<file path="config.mk">
export PLATFORM = sky130hd
export DESIGN_NAME = note_name_to_frequency_parser_flat
export DESIGN_NICKNAME = d
export VERILOG_FILES = /design/src/design/nnf_pkg.sv /design/src/design/nnf_if.sv /design/src/design/note_name_to_frequency_parser.sv /design/src/design/nnf_parse.sv /design/src/flat_wrapper.sv
export SDC_FILE = /design/constraint.sdc
export NUM_CORES = 1
export LEC_CHECK = 0
export BUFFER_PORTS_ARGS = -buffer_cell sky130_fd_sc_hd__buf_2
export CORE_ASPECT_RATIO = 0.9
export CORE_MARGIN = 2
export CORE_UTILIZATION = 56
export CTS_CLUSTER_DIAMETER = 40
export CTS_CLUSTER_SIZE = 40
export DETAILED_ROUTE_END_ITERATION = 7
export PLACE_DENSITY = 0.74
export SLEW_MARGIN = 20
export SYNTH_ARGS = -nofsm -noshare
export SYNTH_HDL_FRONTEND = slang
export SYNTH_SLANG_ARGS = --single-unit
</file>
<file path="constraint.sdc">
create_clock -name clk -period 11.25 [get_ports clk]
set_clock_uncertainty 0.1 [all_clocks]
set_input_delay 1.125 -clock clk [delete_from_list [all_inputs] [get_ports clk]]
set_output_delay 1.125 -clock clk [all_outputs]
set_load 0.02 [all_outputs]
</file>
<file path="src/design/nnf_pkg.sv">
// nnf_pkg: shared types, character codes and the frequency rom for the
// note name to frequency parser. no dependencies.
package nnf_pkg;

  localparam int unsigned OCTAVE_COUNT     = 9;
  localparam int unsigned NOTES_PER_OCTAVE = 12;

  localparam logic [3:0] OCT_MAG_MAX = 4'd15;
  localparam logic [3:0] SEMI_TOP    = 4'd11;

  // character codes
  localparam logic [7:0] CHAR_NUL   = 8'h00;
  localparam logic [7:0] CHAR_TAB   = 8'h09;
  localparam logic [7:0] CHAR_CR    = 8'h0D;
  localparam logic [7:0] CHAR_SPACE = 8'h20;
  localparam logic [7:0] CHAR_HASH  = 8'h23;
  localparam logic [7:0] CHAR_PLUS  = 8'h2B;
  localparam logic [7:0] CHAR_MINUS = 8'h2D;
  localparam logic [7:0] CHAR_ZERO  = 8'h30;
  localparam logic [7:0] CHAR_NINE  = 8'h39;
  localparam logic [7:0] CHAR_UP_A  = 8'h41;
  localparam logic [7:0] CHAR_UP_B  = 8'h42;
  localparam logic [7:0] CHAR_UP_F  = 8'h46;
  localparam logic [7:0] CHAR_UP_G  = 8'h47;
  localparam logic [7:0] CHAR_UP_S  = 8'h53;
  localparam logic [7:0] CHAR_LO_A  = 8'h61;
  localparam logic [7:0] CHAR_LO_B  = 8'h62;
  localparam logic [7:0] CHAR_LO_F  = 8'h66;
  localparam logic [7:0] CHAR_LO_G  = 8'h67;
  localparam logic [7:0] CHAR_LO_S  = 8'h73;
  localparam logic [7:0] CASE_GAP   = 8'h20;

  // accidental codes
  localparam logic [1:0] ACC_NONE  = 2'd0;
  localparam logic [1:0] ACC_SHARP = 2'd1;
  localparam logic [1:0] ACC_FLAT  = 2'd2;

  // status codes
  localparam logic [1:0] STATUS_OK        = 2'd0;
  localparam logic [1:0] STATUS_MALFORMED = 2'd1;
  localparam logic [1:0] STATUS_RANGE     = 2'd2;

  typedef enum logic [6:0] {
    PH_LEAD   = 7'b0000001,
    PH_ACC    = 7'b0000010,
    PH_GAP    = 7'b0000100,
    PH_SIGN   = 7'b0001000,
    PH_DIGITS = 7'b0010000,
    PH_TAIL   = 7'b0100000,
    PH_ERR    = 7'b1000000
  } nnf_phase_t;

  typedef struct packed {
    logic [1:0]  status;
    logic [12:0] frequency_hz;
  } nnf_result_t;

  // semitone of letters A..G
  localparam logic [3:0] LETTER_SEMI [0:6] = '{
    4'd9, 4'd11, 4'd0, 4'd2, 4'd4, 4'd5, 4'd7
  };

  // rounded 12-tet frequencies, C0 .. B8
  localparam logic [12:0] FREQ_ROM [0:OCTAVE_COUNT-1][0:NOTES_PER_OCTAVE-1] = '{
    '{13'd16,   13'd17,   13'd18,   13'd19,   13'd21,   13'd22,
      13'd23,   13'd25,   13'd26,   13'd28,   13'd29,   13'd31},
    '{13'd33,   13'd35,   13'd37,   13'd39,   13'd41,   13'd44,
      13'd46,   13'd49,   13'd52,   13'd55,   13'd58,   13'd62},
    '{13'd65,   13'd69,   13'd73,   13'd78,   13'd82,   13'd87,
      13'd92,   13'd98,   13'd104,  13'd110,  13'd117,  13'd123},
    '{13'd131,  13'd139,  13'd147,  13'd156,  13'd165,  13'd175,
      13'd185,  13'd196,  13'd208,  13'd220,  13'd233,  13'd247},
    '{13'd262,  13'd277,  13'd294,  13'd311,  13'd330,  13'd349,
      13'd370,  13'd392,  13'd415,  13'd440,  13'd466,  13'd494},
    '{13'd523,  13'd554,  13'd587,  13'd622,  13'd659,  13'd698,
      13'd740,  13'd784,  13'd831,  13'd880,  13'd932,  13'd988},
    '{13'd1047, 13'd1109, 13'd1175, 13'd1245, 13'd1319, 13'd1397,
      13'd1480, 13'd1568, 13'd1661, 13'd1760, 13'd1865, 13'd1976},
    '{13'd2093, 13'd2217, 13'd2349, 13'd2489, 13'd2637, 13'd2794,
      13'd2960, 13'd3136, 13'd3322, 13'd3520, 13'd3729, 13'd3951},
    '{13'd4186, 13'd4435, 13'd4699, 13'd4978, 13'd5274, 13'd5588,
      13'd5920, 13'd6272, 13'd6645, 13'd7040, 13'd7459, 13'd7902}
  };

endpackage

</file>
<file path="src/design/nnf_if.sv">
// nnf_if: valid/ready channel interfaces for the character input and the
// result output. depends on nothing.
interface nnf_char_if;
  logic       valid;
  logic       ready;
  logic [7:0] char_code;

  modport source (output valid, output char_code, input ready);
  modport sink   (input valid, input char_code, output ready);
endinterface

interface nnf_result_if;
  logic        valid;
  logic        ready;
  logic [1:0]  status;
  logic [12:0] frequency_hz;

  modport source (output valid, output status, output frequency_hz, input ready);
  modport sink   (input valid, input status, input frequency_hz, output ready);
endinterface

</file>
<file path="src/design/note_name_to_frequency_parser.sv">
// note name to frequency parser: one character of a note name per request,
// a zero byte ends the name and yields one status/frequency result.
// throughput is one character per clock while no terminator stalls: the parse
// state updates in a single pass between the input register and the result
// register, so every character other than a stalled terminator is retired in
// the cycle after it is taken. a terminator passes through the input register
// and then loads the result register, which presents it on the output. the
// only stall is a terminator waiting in the input register while the
// previous result has not been taken; other characters never wait on the
// output side. the result carries status 0 (ok), 1 (malformed name)
// or 2 (octave outside 0..8) and the rounded 12-tet frequency in hertz,
// which is 0 unless the status is ok. each terminator rearms the parser.
// depends on nnf_pkg, nnf_if and nnf_parse.
module note_name_to_frequency_parser import nnf_pkg::*; (
  input logic          clk,
  input logic          rst_n,
  nnf_char_if.sink     in_ch,
  nnf_result_if.source out_ch
);

  // input register
  logic        in_valid_r, in_valid_nxt;
  logic [7:0]  in_char_r;
  logic        in_term;
  logic        advance;
  logic        in_ready;

  // result register
  logic        out_valid_r, out_valid_nxt;
  nnf_result_t out_res_r;
  nnf_result_t parse_res;
  logic        out_load;

  assign in_term = (in_char_r == CHAR_NUL);

  // a character retires unless it is a terminator and the result slot is full and not being taken
  assign advance  = in_valid_r && (!in_term || !out_valid_r || out_ch.ready);
  assign in_ready = !in_valid_r || advance;
  assign out_load = advance && in_term;

  assign in_ch.ready = in_ready;

  always_comb begin
    in_valid_nxt = in_valid_r;
    if (in_ready) begin
      in_valid_nxt = in_ch.valid;
    end
    out_valid_nxt = out_load || (out_valid_r && !out_ch.ready);
  end

  always_ff @(posedge clk) begin
    if (!rst_n) begin
      in_valid_r  <= 1'b0;
      out_valid_r <= 1'b0;
    end else begin
      in_valid_r  <= in_valid_nxt;
      out_valid_r <= out_valid_nxt;
    end
  end

  // payload registers
  always_ff @(posedge clk) begin
    if (in_ready && in_ch.valid) begin
      in_char_r <= in_ch.char_code;
    end
    if (out_load) begin
      out_res_r <= parse_res;
    end
  end

  // parse state machine, stepped once per retired character
  nnf_parse u_parse (
    .clk       (clk),
    .rst_n     (rst_n),
    .step_en   (advance),
    .char_code (in_char_r),
    .result    (parse_res)
  );

  assign out_ch.valid        = out_valid_r;
  assign out_ch.status       = out_res_r.status;
  assign out_ch.frequency_hz = out_res_r.frequency_hz;

`ifndef NO_ASSERTIONS
  // a held result is never overwritten by a new terminator
  a_no_overwrite: assert property (@(posedge clk) disable iff (!rst_n)
    (out_valid_r && !out_ch.ready) |-> !out_load)
    else $error("result overwritten while stalled");

  // a retired terminator always presents a result next cycle
  a_term_result: assert property (@(posedge clk) disable iff (!rst_n)
    out_load |=> out_valid_r)
    else $error("terminator produced no result");

  // the input side only stalls behind a held terminator and a stalled result
  a_stall_cause: assert property (@(posedge clk) disable iff (!rst_n)
    !in_ready |-> (in_valid_r && in_term && out_valid_r && !out_ch.ready))
    else $error("input stalled without cause");

  // non-ok results carry no frequency
  a_freq_zero: assert property (@(posedge clk) disable iff (!rst_n)
    (out_valid_r && out_res_r.status != STATUS_OK) |-> (out_res_r.frequency_hz == 13'd0))
    else $error("frequency on failed result");
`endif

endmodule

</file>
<file path="src/design/nnf_parse.sv">
// nnf_parse: note name parse state machine and terminator evaluation.
// depends on nnf_pkg.
module nnf_parse import nnf_pkg::*; (
  input  logic        clk,
  input  logic        rst_n,
  input  logic        step_en,
  input  logic [7:0]  char_code,
  output nnf_result_t result
);

  nnf_phase_t  phase_r, phase_nxt;
  logic [3:0]  semitone_r, semitone_nxt;
  logic [1:0]  acc_r, acc_nxt;
  logic [3:0]  mag_r, mag_nxt;
  logic        neg_r, neg_nxt;

  logic        is_ws, is_digit, is_letter, is_sharp, is_flat;
  logic [7:0]  upper;
  logic [2:0]  letter_idx;
  logic [3:0]  digit;
  logic [7:0]  dec_v;
  nnf_phase_t  gap_phase;
  logic [3:0]  gap_mag;
  logic        gap_neg;

  logic signed [5:0] oct_s;
  logic [3:0]        note_idx;

  // character classes
  always_comb begin
    is_ws     = (char_code == CHAR_SPACE) ||
                (char_code >= CHAR_TAB && char_code <= CHAR_CR);
    is_digit  = (char_code >= CHAR_ZERO) && (char_code <= CHAR_NINE);
    upper     = (char_code >= CHAR_LO_A && char_code <= CHAR_LO_G) ?
                (char_code - CASE_GAP) : char_code;
    is_letter = (upper >= CHAR_UP_A) && (upper <= CHAR_UP_G);
    letter_idx = 3'(upper - CHAR_UP_A);
    is_sharp  = (char_code == CHAR_HASH) || (char_code == CHAR_LO_S) ||
                (char_code == CHAR_UP_S);
    is_flat   = (char_code == CHAR_LO_B) || (char_code == CHAR_UP_B) ||
                (char_code == CHAR_LO_F) || (char_code == CHAR_UP_F);
    digit     = char_code[3:0];
    dec_v     = {1'b0, mag_r, 3'b000} + {3'b000, mag_r, 1'b0} + {4'b0000, digit};
  end

  // whitespace-before-octave handling, shared by two phases
  always_comb begin
    gap_phase = PH_ERR;
    gap_mag   = mag_r;
    gap_neg   = neg_r;
    if (is_ws) begin
      gap_phase = PH_GAP;
    end else if (char_code == CHAR_PLUS || char_code == CHAR_MINUS) begin
      gap_neg   = (char_code == CHAR_MINUS);
      gap_phase = PH_SIGN;
    end else if (is_digit) begin
      gap_mag   = digit;
      gap_phase = PH_DIGITS;
    end
  end

  always_comb begin
    phase_nxt    = phase_r;
    semitone_nxt = semitone_r;
    acc_nxt      = acc_r;
    mag_nxt      = mag_r;
    neg_nxt      = neg_r;
    if (step_en) begin
      if (char_code == CHAR_NUL) begin
        // terminator rearms the parser
        phase_nxt    = PH_LEAD;
        semitone_nxt = 4'd0;
        acc_nxt      = ACC_NONE;
        mag_nxt      = 4'd0;
        neg_nxt      = 1'b0;
      end else begin
        unique case (phase_r)
          PH_LEAD: begin
            if (!is_ws) begin
              if (is_letter) begin
                semitone_nxt = LETTER_SEMI[letter_idx];
                phase_nxt    = PH_ACC;
              end else begin
                phase_nxt = PH_ERR;
              end
            end
          end
          PH_ACC: begin
            if (is_sharp) begin
              acc_nxt   = ACC_SHARP;
              phase_nxt = PH_GAP;
            end else if (is_flat) begin
              acc_nxt   = ACC_FLAT;
              phase_nxt = PH_GAP;
            end else begin
              phase_nxt = gap_phase;
              mag_nxt   = gap_mag;
              neg_nxt   = gap_neg;
            end
          end
          PH_GAP: begin
            phase_nxt = gap_phase;
            mag_nxt   = gap_mag;
            neg_nxt   = gap_neg;
          end
          PH_SIGN: begin
            if (is_digit) begin
              mag_nxt   = digit;
              phase_nxt = PH_DIGITS;
            end else begin
              phase_nxt = PH_ERR;
            end
          end
          PH_DIGITS: begin
            if (is_digit) begin
              mag_nxt = (dec_v > {4'b0000, OCT_MAG_MAX}) ? OCT_MAG_MAX : dec_v[3:0];
            end else begin
              phase_nxt = PH_TAIL;
            end
          end
          PH_TAIL: begin
          end
          PH_ERR: begin
          end
          default: phase_nxt = PH_ERR;
        endcase
      end
    end
  end

  always_ff @(posedge clk) begin
    if (!rst_n) begin
      phase_r    <= PH_LEAD;
      semitone_r <= 4'd0;
      acc_r      <= ACC_NONE;
      mag_r      <= 4'd0;
      neg_r      <= 1'b0;
    end else begin
      phase_r    <= phase_nxt;
      semitone_r <= semitone_nxt;
      acc_r      <= acc_nxt;
      mag_r      <= mag_nxt;
      neg_r      <= neg_nxt;
    end
  end

  // evaluation of the collected fields, used on the terminator
  always_comb begin
    oct_s    = neg_r ? -$signed({2'b00, mag_r}) : $signed({2'b00, mag_r});
    note_idx = semitone_r;
    if (acc_r == ACC_SHARP) begin
      if (semitone_r == SEMI_TOP) begin
        note_idx = 4'd0;
        oct_s    = oct_s + 6'sd1;
      end else begin
        note_idx = semitone_r + 4'd1;
      end
    end else if (acc_r == ACC_FLAT) begin
      if (semitone_r == 4'd0) begin
        note_idx = SEMI_TOP;
        oct_s    = oct_s - 6'sd1;
      end else begin
        note_idx = semitone_r - 4'd1;
      end
    end

    result.status       = STATUS_MALFORMED;
    result.frequency_hz = 13'd0;
    if (phase_r == PH_DIGITS || phase_r == PH_TAIL) begin
      if (oct_s < 6'sd0 || oct_s > 6'sd8) begin
        result.status = STATUS_RANGE;
      end else begin
        result.status       = STATUS_OK;
        result.frequency_hz = FREQ_ROM[oct_s[3:0]][note_idx];
      end
    end
  end

endmodule

</file>
<file path="src/flat_wrapper.sv">
// flat-port wrapper written by rule: the top's interface ports become plain ports
module note_name_to_frequency_parser_flat import nnf_pkg::*;
  (clk, rst_n, in_ch_valid, in_ch_char_code, in_ch_ready, out_ch_valid, out_ch_status, out_ch_frequency_hz, out_ch_ready);
  nnf_char_if in_ch_i ();
  nnf_result_if out_ch_i ();
  input logic clk;
  input logic rst_n;
  input wire logic [$bits(in_ch_i.valid)-1:0] in_ch_valid;
  input wire logic [$bits(in_ch_i.char_code)-1:0] in_ch_char_code;
  output wire logic [$bits(in_ch_i.ready)-1:0] in_ch_ready;
  output wire logic [$bits(out_ch_i.valid)-1:0] out_ch_valid;
  output wire logic [$bits(out_ch_i.status)-1:0] out_ch_status;
  output wire logic [$bits(out_ch_i.frequency_hz)-1:0] out_ch_frequency_hz;
  input wire logic [$bits(out_ch_i.ready)-1:0] out_ch_ready;
  assign in_ch_i.valid = in_ch_valid;
  assign in_ch_i.char_code = in_ch_char_code;
  assign in_ch_ready = in_ch_i.ready;
  assign out_ch_valid = out_ch_i.valid;
  assign out_ch_status = out_ch_i.status;
  assign out_ch_frequency_hz = out_ch_i.frequency_hz;
  assign out_ch_i.ready = out_ch_ready;
  note_name_to_frequency_parser u_core (.clk(clk), .rst_n(rst_n), .in_ch(in_ch_i), .out_ch(out_ch_i));
endmodule
</file>
==> impl_summary.md <==
Route
The routed wire length per instance is 21.1 µm. The routed design has 15.4 mm of wire. The total via count in the routed design is 5067. The number of iterations in the first detailed-routing pass is 5.

The via density per instance is 6.95. In the routed design, unresolved DRC markers number 0. The post-detailed-route count of antenna-violating nets is 0.

For this block, the initial DRC count from the detailed router was 724.

Clock tree
The deepest clock path buffer count is 2. TritonCTS built the clock tree. The tree is rooted in a clkbuf_8. In this run, post-CTS repair resized a total of 0 instances. The level count of the clock H-tree is 2. Buffers added to address setup during post-CTS repair amount to 0. In this run, post-CTS hold repair placed 0 buffers. In this run, CTS created clock tree buffers numbering 5. The clock sink count is 43. At the later pin of the worst-skew pair, clock insertion delay measures 0.30 ns. After clock tree synthesis, the clock-pin slew on the worst setup and hold paths is 0.09 ns.

Pwr
The ratio of total power to cell area is 63.5 nW/µm². The analysis attributes to cell leakage a power of 1.85 nW. The total power of the final layout is 315 µW. VDD sags by at most 53.5 µV.

Logic synthesis
In the synthesized netlist the dominant register cell turns out to be edfxtp_1. The synthesized area per cell is 7.52 µm². The post-synth design cell area is 4750 µm². For this run, the number of Yosys warnings is 0. Sorting the synthesized cells by area gives the leading types as edfxtp_1 (15%), dfxtp_1 (8.4%), ha_1 (7.9%), nor2_1 (5.5%), a21oi_1 (5.2%).

The total nets after synthesis is 676. The register area share after synthesis is 0.230. The number of enable flip-flop cells after synthesis is 23.

The number of different library cells used by synthesis comes to 84. The most common cell in the synthesized netlist is nor2_1. The share of synthesized area in the top cell type comes to 0.145. The fraction of synthesis flops using an asynchronous set or reset pin is 0. The post-synthesis cell type with the largest combined area is edfxtp_1. Sorting the synthesized cells by how often they occur yields nor2_1 (69), nand2_1 (62), a21oi_1 (49). The flip-flop and latch count after synthesis is 43. Synthesis produced a netlist whose cell count is 632.

Critical path
The required time at the endpoint of the critical path is 11.28 ns. The largest stage delay on the critical path is 0.75 ns. The top fanout value on the critical path is 18. The worst reg2reg path depth is 13. The kind of cell with the highest combined delay along the critical path is adder cells. The worst setup path is captured at a flop.

The type of the worst setup path is reg -> reg. The worst-path cell with the longest stage delay is ha_1. Counting both buffers and inverters, the worst setup path holds a total of 2. The critical path goes through inv_1, ha_1, mux2_2, ha_1, nand3b_1, and2_1, inv_1, ha_1, a31oi_1, a211oi_2, nand2b_1, a21o_1, nor4_2. The launch point of the worst reg-to-reg path is u_core.u_parse.mag_r[0]. The startpoint type of the worst setup path is a flop. For the worst setup path, the data arrival time is 5.02 ns.

The endpoint of the most critical register-to-register path is u_core.out_ch.frequency_hz[5]. The most frequent cell on the critical path is ha_1. The reg2reg setup slack is 6.26 ns.

Global routing
The via count of the first global-routing pass came to 4601. Entering global routing, the biggest net connects 49 pins. The overflow left after global routing is 0. In the global route stage, overall resource usage came out at 0.331. The first global-routing pass estimated 24.3 mm of wire.

The initial antenna violation count is 0.

Job
The count of maximum capacitance violations is 0.

Timing
Setup repair after global routing left no endpoint under its margin. The maximum achievable frequency is 0.201 GHz. The number of setup violations in the final report is 0. In the finished design, the share of the clock period the worst path needs comes to 0.443. The routed design could run at a clock period as short as 4.99 ns.

The number of hold violations in the final report came to 0. The number of pins with negative max-slew slack in the final report is 0. For the pin with the worst max-slew slack, the measured transition is 0.934 ns. The worst slew slack as a fraction of its limit is 0.376. The worst-case setup margin in the final layout is 6.26 ns. The setup TNS is 0 ns.

Final layout
The layout cell share with drive strength beyond 1 is 0.117. The layout overhead on the synthesized area is 4.53%. The number of inserted diodes is 0. The final layout net count is 673.

For this run, the number of standard cells in the final layout without fillers is 729.

Floorplan
Measured along the x axis, the die boundary spans 101 µm. The I/O pin count is 29. The floorplan step set the die height to 91.4 µm. The number of cell rows is 31.

The core region is 8150 µm². The overall die area is 9240 µm². For this configuration, the core starts out at a cell density of 0.583.

Placement
The number of placed instances with taps included is 721. The final estimated routing congestion in global placement is 1.00. Once detailed placement completed, the half-perimeter wirelength came to 10.7 mm. During placement, the flow inserted port buffers numbering 28.

The pre-CTS setup slack is 6.46 ns.

Worst hold path
The worst hold path was traced through 2 stages. The worst-case hold path end point is u_core.u_parse.phase_r[1]. The type of the most critical hold path is reg -> reg.

The beginning of the worst hold path is u_core.u_parse.phase_r[1].

Status
The flow ran to the end, and the final reports show no timing, DRC or antenna violations.
## cell families (layout without fill, tap and decap cells)
| family | Yosys count | in the layout | share of synthesized area |
|---|---|---|---|
| compound gates | 211 | 211 | 0.293 |
| mux | 15 | 15 | 0.0337 |
| simple gates | 250 | 250 | 0.265 |
| buf+inv | 70 | 68 | 0.0624 |
| xor+xnor | 11 | 11 | 0.0290 |
| flops | 43 | 43 | 0.230 |
| fa+ha+maj | 32 | 32 | 0.0874 |
## cell usage in the layout, fill, tap and decap left out, types with 7 or more instances in the layout
cell      instances
a211oi_1          8
a21oi_1          49
a31oi_1          17
buf_2            28
buf_4             8
dfxtp_1          20
edfxtp_1         23
ha_1             30
inv_1            21
mux2i_1           9
nand2_1          62
nand3_1          19
nand3b_1          7
nand4_1          13
nor2_1           68
nor3_1           24
o211ai_1          8
o21ai_0          48
o21ai_1           7
## report_power, final
group	total, mW	internal (mW)	switching, mW
clock	0.108	0.0509	0.0576
sequential	0.173	0.168	0.00522
combinational	0.0336	0.0129	0.0207
## worst max path at each step
stage,endpoint,cells past startpoint,startpoint,slack (ns)
global route,u_core.out_ch.frequency_hz[2],16,u_core.u_parse.mag_r[0],5.98
detailed placement,u_core.out_ch.frequency_hz[5],13,u_core.u_parse.mag_r[0],6.46
global placement,u_core.out_ch.frequency_hz[2],16,u_core.u_parse.mag_r[0],6.50
CTS,u_core.out_ch.frequency_hz[5],13,u_core.u_parse.mag_r[0],6.41
floorplan,u_core.out_ch.frequency_hz[5],16,u_core.u_parse.mag_r[0],7.15
finish,u_core.out_ch.frequency_hz[5],13,u_core.u_parse.mag_r[0],6.26
## registers in the layout (all words and copies together), names as in the netlist
register and flops:
u_core.out_ch.status 2, u_core.u_parse.mag_r 4, u_core.in_valid_r 1, u_core.out_ch.valid 1, u_core.u_parse.acc_r 2, u_core.u_parse.semitone_r 4
u_core.in_char_r 8, u_core.u_parse.phase_r 7, u_core.out_ch.frequency_hz 13, u_core.u_parse.neg_r 1
## routing by layer
layer,routed length (µm),up-vias,track usage
met5,0,-,0
met4,230,0,0.0743
met3,2280,34,0.0978
met2,6150,371,0.443
met1,6710,2305,0.514
li1,-,2357,-
## worst min-delay path, delay by kind of cell, from the launching register on
kind | cells | cell delay, ns
DFF | 1 | 0.34
AOI/OAI and AO/OA | 1 | 0.05
and+or+nand+nor | 1 | 0.07
## cell type report
cell class | instances | area (µm²)
Multi-Input combinational cell | 519 | 3370
Fill cell | 778 | 3180
Sequential cell | 43 | 1090
Timing Repair Buffer | 36 | 200
Tap cell | 99 | 124
Inverter | 24 | 90.1
Clock buffer | 7 | 86.3
Clock inverter | 1 | 8.76
## metrics by stage
stage	cell area [µm²]	util	hold WS [ns]
after global placement	4870	0.598	0.381
after detailed placement	4870	0.598	0.396
after CTS	4970	0.610	0.409
final	4970	0.610	0.406
after floorplan	4750	-	0.360
after global routing	4970	0.610	0.438
No activity file was read; power rests on OpenSTA's default activity.
